### config.mk
export PLATFORM = sky130hd
export DESIGN_NAME = ar_fit_div
export DESIGN_NICKNAME = d
export VERILOG_FILES = /design/src/design/ar_fit_pkg.sv /design/src/design/ar_fit_div.sv
export SDC_FILE = /design/constraint.sdc
export NUM_CORES = 2
export LEC_CHECK = 0
export BUFFER_PORTS_ARGS = -buffer_cell sky130_fd_sc_hd__clkbuf_2
export CAP_MARGIN = 25
export CORE_MARGIN = 8
export CORE_UTILIZATION = 60
export CTS_BUF_LIST = sky130_fd_sc_hd__clkbuf_2
export DETAILED_ROUTE_END_ITERATION = 8
export GPL_TIMING_DRIVEN = 0
export PLACE_DENSITY = 0.8
export SLEW_MARGIN = 20
export SYNTH_ARGS = -nofsm -noshare
export SYNTH_HDL_FRONTEND = slang
export SYNTH_SLANG_ARGS = --single-unit
### constraint.sdc
create_clock -name clock -period 11.8 [get_ports clock]
set_input_delay 2.36 -clock clock [delete_from_list [all_inputs] [get_ports clock]]
set_output_delay 2.36 -clock clock [all_outputs]
set_load 0.01 [all_outputs]
### src/design/ar_fit_pkg.sv
// ----------------------------------------------------------------------------
// Aspect ratio fit package
// Widths, alignment codes, pipeline sizing and placement helpers.
// ----------------------------------------------------------------------------
package ar_fit_pkg;

   localparam int POS_W   = 32;
   localparam int SIZE_W  = 31;
   localparam int ALIGN_W = 4;
   localparam int PROD_W  = 2 * SIZE_W;

   localparam int DIV_STEPS  = 4;
   localparam int DIV_STAGES = (SIZE_W + DIV_STEPS - 1) / DIV_STEPS;
   localparam int DIV_REGS   = DIV_STAGES + 1;

   localparam logic [ALIGN_W-1:0] ALIGN_NONE          = 4'd0;
   localparam logic [ALIGN_W-1:0] ALIGN_XMIN_YMIN     = 4'd1;
   localparam logic [ALIGN_W-1:0] ALIGN_XMID_YMIN     = 4'd2;
   localparam logic [ALIGN_W-1:0] ALIGN_XMAX_YMIN     = 4'd3;
   localparam logic [ALIGN_W-1:0] ALIGN_XMIN_YMID     = 4'd4;
   localparam logic [ALIGN_W-1:0] ALIGN_XMID_YMID     = 4'd5;
   localparam logic [ALIGN_W-1:0] ALIGN_XMAX_YMID     = 4'd6;
   localparam logic [ALIGN_W-1:0] ALIGN_XMIN_YMAX     = 4'd7;
   localparam logic [ALIGN_W-1:0] ALIGN_XMID_YMAX     = 4'd8;
   localparam logic [ALIGN_W-1:0] ALIGN_XMAX_YMAX     = 4'd9;

   localparam logic MODE_SLICE = 1'b1;

   localparam logic [SIZE_W-1:0] SIZE_MAX = {SIZE_W{1'b1}};

   typedef enum logic [1:0] {
      PLACE_MIN,
      PLACE_MID,
      PLACE_MAX
   } place_type;

   typedef struct packed {
      logic signed [POS_W-1:0] tx;
      logic signed [POS_W-1:0] ty;
      logic [SIZE_W-1:0]       tw;
      logic [SIZE_W-1:0]       th;
      logic [ALIGN_W-1:0]      align;
      logic                    slice;
      logic                    sw_zero;
      logic                    sh_zero;
   } side_type;

   typedef struct packed {
      logic signed [POS_W-1:0] pos;
      logic                    sat;
   } place_res_type;

   function automatic place_type align_x_place(input logic [ALIGN_W-1:0] a);
      place_type p;
      case (a)
         ALIGN_XMID_YMIN, ALIGN_XMID_YMID, ALIGN_XMID_YMAX: p = PLACE_MID;
         ALIGN_XMAX_YMIN, ALIGN_XMAX_YMID, ALIGN_XMAX_YMAX: p = PLACE_MAX;
         default: p = PLACE_MIN;
      endcase
      return p;
   endfunction

   function automatic place_type align_y_place(input logic [ALIGN_W-1:0] a);
      place_type p;
      case (a)
         ALIGN_XMIN_YMID, ALIGN_XMID_YMID, ALIGN_XMAX_YMID: p = PLACE_MID;
         ALIGN_XMIN_YMAX, ALIGN_XMID_YMAX, ALIGN_XMAX_YMAX: p = PLACE_MAX;
         default: p = PLACE_MIN;
      endcase
      return p;
   endfunction

   // origin + diff (max), origin + diff/2 toward zero (mid), origin (min)
   function automatic place_res_type place_pos(input logic signed [POS_W-1:0] org,
                                               input logic signed [POS_W-1:0] diff,
                                               input place_type sel);
      place_res_type r;
      logic signed [POS_W-1:0] addend;
      logic                    cin;
      logic signed [POS_W:0]   sum;
      addend = diff;
      cin    = 1'b0;
      if (sel == PLACE_MID) begin
         addend = diff >>> 1;
         cin    = diff[POS_W-1] & diff[0];
      end
      sum = {org[POS_W-1], org} + {addend[POS_W-1], addend} + {{POS_W{1'b0}}, cin};
      if (sel == PLACE_MIN) begin
         sum = {org[POS_W-1], org};
      end
      r.sat = sum[POS_W] != sum[POS_W-1];
      r.pos = sum[POS_W-1:0];
      if (r.sat) begin
         r.pos = sum[POS_W] ? {1'b1, {(POS_W-1){1'b0}}} : {1'b0, {(POS_W-1){1'b1}}};
      end
      return r;
   endfunction

endpackage

### src/design/ar_fit_div.sv
// ----------------------------------------------------------------------------
// Aspect ratio fit divider
// Pipelined restoring divider, product / divisor, with an overflow flag when
// the quotient does not fit the size range. Several quotient bits per stage.
// ----------------------------------------------------------------------------
module ar_fit_div import ar_fit_pkg::*; (
   input  logic                clock,
   input  logic [DIV_REGS-1:0] load,
   input  logic [PROD_W-1:0]   dividend,
   input  logic [SIZE_W-1:0]   divisor,
   output logic [SIZE_W-1:0]   quotient,
   output logic                over
);

   logic [SIZE_W-1:0] rem_ff [DIV_REGS];
   logic [SIZE_W-1:0] low_ff [DIV_REGS];
   logic [SIZE_W-1:0] quo_ff [DIV_REGS];
   logic [SIZE_W-1:0] div_ff [DIV_REGS];
   logic              ovf_ff [DIV_REGS];

   logic [SIZE_W-1:0] rem_in [DIV_REGS];
   logic [SIZE_W-1:0] low_in [DIV_REGS];
   logic [SIZE_W-1:0] quo_in [DIV_REGS];

   always_comb begin
      rem_in[0] = dividend[PROD_W-1:SIZE_W];
      low_in[0] = dividend[SIZE_W-1:0];
      quo_in[0] = '0;
   end

   for (genvar s = 1; s < DIV_REGS; s++) begin : g_stage
      always_comb begin
         logic [SIZE_W-1:0] r;
         logic [SIZE_W-1:0] l;
         logic [SIZE_W-1:0] q;
         logic [SIZE_W:0]   t;
         r = rem_ff[s-1];
         l = low_ff[s-1];
         q = quo_ff[s-1];
         for (int j = 0; j < DIV_STEPS; j++) begin
            if ((s - 1) * DIV_STEPS + j < SIZE_W) begin
               t = {r, l[SIZE_W-1]};
               l = {l[SIZE_W-2:0], 1'b0};
               if (t >= {1'b0, div_ff[s-1]}) begin
                  t = t - {1'b0, div_ff[s-1]};
                  q = {q[SIZE_W-2:0], 1'b1};
               end else begin
                  q = {q[SIZE_W-2:0], 1'b0};
               end
               r = t[SIZE_W-1:0];
            end
         end
         rem_in[s] = r;
         low_in[s] = l;
         quo_in[s] = q;
      end
   end

   always_ff @(posedge clock) begin
      if (load[0]) begin
         rem_ff[0] <= rem_in[0];
         low_ff[0] <= low_in[0];
         quo_ff[0] <= quo_in[0];
         div_ff[0] <= divisor;
         ovf_ff[0] <= dividend[PROD_W-1:SIZE_W] >= divisor;
      end
      for (int s = 1; s < DIV_REGS; s++) begin
         if (load[s]) begin
            rem_ff[s] <= rem_in[s];
            low_ff[s] <= low_in[s];
            quo_ff[s] <= quo_in[s];
            div_ff[s] <= div_ff[s-1];
            ovf_ff[s] <= ovf_ff[s-1];
         end
      end
   end

   assign quotient = quo_ff[DIV_REGS-1];
   assign over     = ovf_ff[DIV_REGS-1];

endmodule

==> flow_summary.toml <==
[status]
outcome = "finished, violations left"
violations = "setup timing"

[die]
core-area_sq_um = 137000
ios = 135
die_x_um = 387
num_rows = 136
dieArea_sq_um = 149000
die_y_um = 387
start_util = 0.602

[clock_tree]
cts_buffers = 195
cts.clk_slew.worst_paths_ns = 0.10
clock_path_buffers = 3
cts_tree = "yes"
holdBufCountCts = 0
clock-root-buffer = "clkbuf_2"
cts_sinks = 784
htreeDepth = 4
clk_latency_ns = 1.70

[detailed_routing]
postRouteAntennaNets = 0
drc = 0
dr.pass1.iters = 8
vias = 77900
wire_per_inst_um = 23.2
drt_iter0_drc = 8886
routed_wl_um = 275000
vias_per_cell = 6.59

[grt]
grt_first_pass_wirelength_um = 400000
grt_max_degree = 81
track_usage = 0.335
antenna_found_initial = 10
grt-ovfl-total = 0
grt_pass1_vias = 71800

[logic_synthesis]
netlist_area_sq_um = 82400
synth_nets = 10300
synthCells = 9170
synthFlopType = "edfxtp_1"
synth_edf_count = 784
ys_ff_latch = 784
yosysWarnings = 0
async_flop_share = 0
postSynthAreaPerCell_sq_um = 8.98
yosysUniqueCellTypes = 100
yosysSeqAreaShare = 0.286

[critical_path]
cpMostUsedCell = "a21o_1"
crit_slowest_cell = "or4_4"
worst-path-buf-inv = 10
worstSetupStartpointType = "register"
crit_arrival_ns = 13.35
cp_top_family = "compound AO/OA/AOI/OAI gates"
end_kind = "register"
criticalPathCategory = "reg -> reg"
cpPeakStageDelay_ns = 0.58
cp.required_ns = 13.19
critPathMaxFanout = 10

[placement]
gp_congestion = 1.03
pre_cts_ws_ns = -4.86
io_buffers = 134
hpwl_um = 210000

[timing]
worst_slack_ns = -0.164
rsz0062_at_grt = "true"
finalHoldViolCount = 0
whs_ns = 0.347
timing.fmax_mhz = 83.6
slew_viol_final = 0
fin_crit_sh = 1.01
fin_crit_ns = 11.96
skew_ns = 0.118
tightest_slew_ns = 1.22
setup_violations = 31
relSlewSlack = 0.186

[final_layout]
drive_gt1_frac = 0.223
n_fill_cell = 10200
area_growth_pct = 16.9
final_nets = 11000

[job]
drv_cap = 0

[hold_path]
hold_class = "reg -> reg"
## flip-flops by register name, indices dropped and copies added, names as in the netlist
signal and cells:
rem_ff 248, low_ff 136, div_ff 248, quo_ff 143, ovf_ff 9
## Yosys cell counts, drive strengths merged, types with 90 or more instances
| cell type | n | share of area |
|---|---|---|
| a21o | 431 | 0.039 |
| a21oi | 854 | 0.052 |
| a31oi | 92 | 0.0071 |
| and3 | 90 | 0.0068 |
| clkbuf | 134 | 0.0061 |
| edfxtp | 784 | 0.29 |
| ha | 992 | 0.15 |
| inv | 562 | 0.026 |
| mux2 | 459 | 0.063 |
| nand2 | 650 | 0.030 |
| nand2b | 138 | 0.010 |
| nand3 | 190 | 0.012 |
| nand4 | 136 | 0.010 |
| nor2 | 660 | 0.030 |
| nor2b | 123 | 0.0093 |
| nor3 | 184 | 0.011 |
| o21a | 142 | 0.013 |
| o21ai | 592 | 0.036 |
| o21bai | 111 | 0.010 |
| xnor2 | 507 | 0.054 |
| xor2 | 258 | 0.027 |
## per-layer routing
metal | global-route usage | wire (um)
met1 | 0.447 | 111000
met2 | 0.519 | 119000
met3 | 0.0563 | 27200
met4 | 0.181 | 17900
met5 | 0 | 0
## cell families after synthesis
| group | synth area share |
|---|---|
| compound gates | 0.224 |
| simple gates | 0.143 |
| fa+ha+maj | 0.158 |
| flops | 0.286 |
| buf+inv | 0.0361 |
| xor+xnor | 0.0813 |
| mux | 0.0719 |
## area by class of cell
| cell class | instances | area [sq um] | share of cell area |
|---|---|---|---|
| multi-input cells | 7617 | 60300 | 0.626 |
| flip-flops and latches | 784 | 23500 | 0.245 |
| repair buffers | 553 | 4360 | 0.0453 |
| inverters | 564 | 2250 | 0.0234 |
| well taps | 1794 | 2240 | 0.0233 |
| plain buffers | 171 | 1690 | 0.0175 |
| clock buffers | 267 | 1340 | 0.0139 |
| clock inverters | 81 | 582 | 0.00604 |
| diodes | 5 | 12.5 | 0.000130 |
## stage by stage
| step | util | setup TNS (ns) | cells | instance area (sq um) |
|---|---|---|---|---|
| floorplan | - | 0 | 9170 | 82400 |
| global route | 0.704 | -21.73 | 11800 | 96300 |
| global placement | 0.624 | -782.70 | 11100 | 85300 |
| finish | 0.704 | -3.01 | 11800 | 96300 |
| CTS | 0.672 | 0 | 11600 | 91900 |
| detailed placement | 0.626 | -814.42 | 11100 | 85600 |
## final timing paths
check                            from                       end  slack (ns)  cells after the start
max reg2reg  div_ff[0][102]$_DFFE_PP_  rem_ff[0][125]$_DFFE_PP_       -0.16                     55
max          div_ff[0][102]$_DFFE_PP_  rem_ff[0][125]$_DFFE_PP_       -0.16                     55
min reg2reg  quo_ff[0][201]$_DFFE_PP_  quo_ff[0][236]$_DFFE_PP_        0.35                      0
min          quo_ff[0][201]$_DFFE_PP_  quo_ff[0][236]$_DFFE_PP_        0.35                      0
## placed cells by master, fill, tap and decap left out, types with 428 or more instances in the layout
master	instances
ha_1	831
inv_1	488
a21oi_1	740
edfxtp_1	784
mux2_2	428
xnor2_1	507
nand2_1	633
nor2_1	631
o21ai_0	462
a21o_1	429
## repair_timing
action,in CTS,in global routing
setup buffers,208,188
gates resized for setup,691,652
gates cloned,2,14
setup endpoints to repair,227,225
pin swaps,147,232
Power is not shown: default switching activity piles up to over one toggle a cycle in this logic, so the estimate is an artifact.
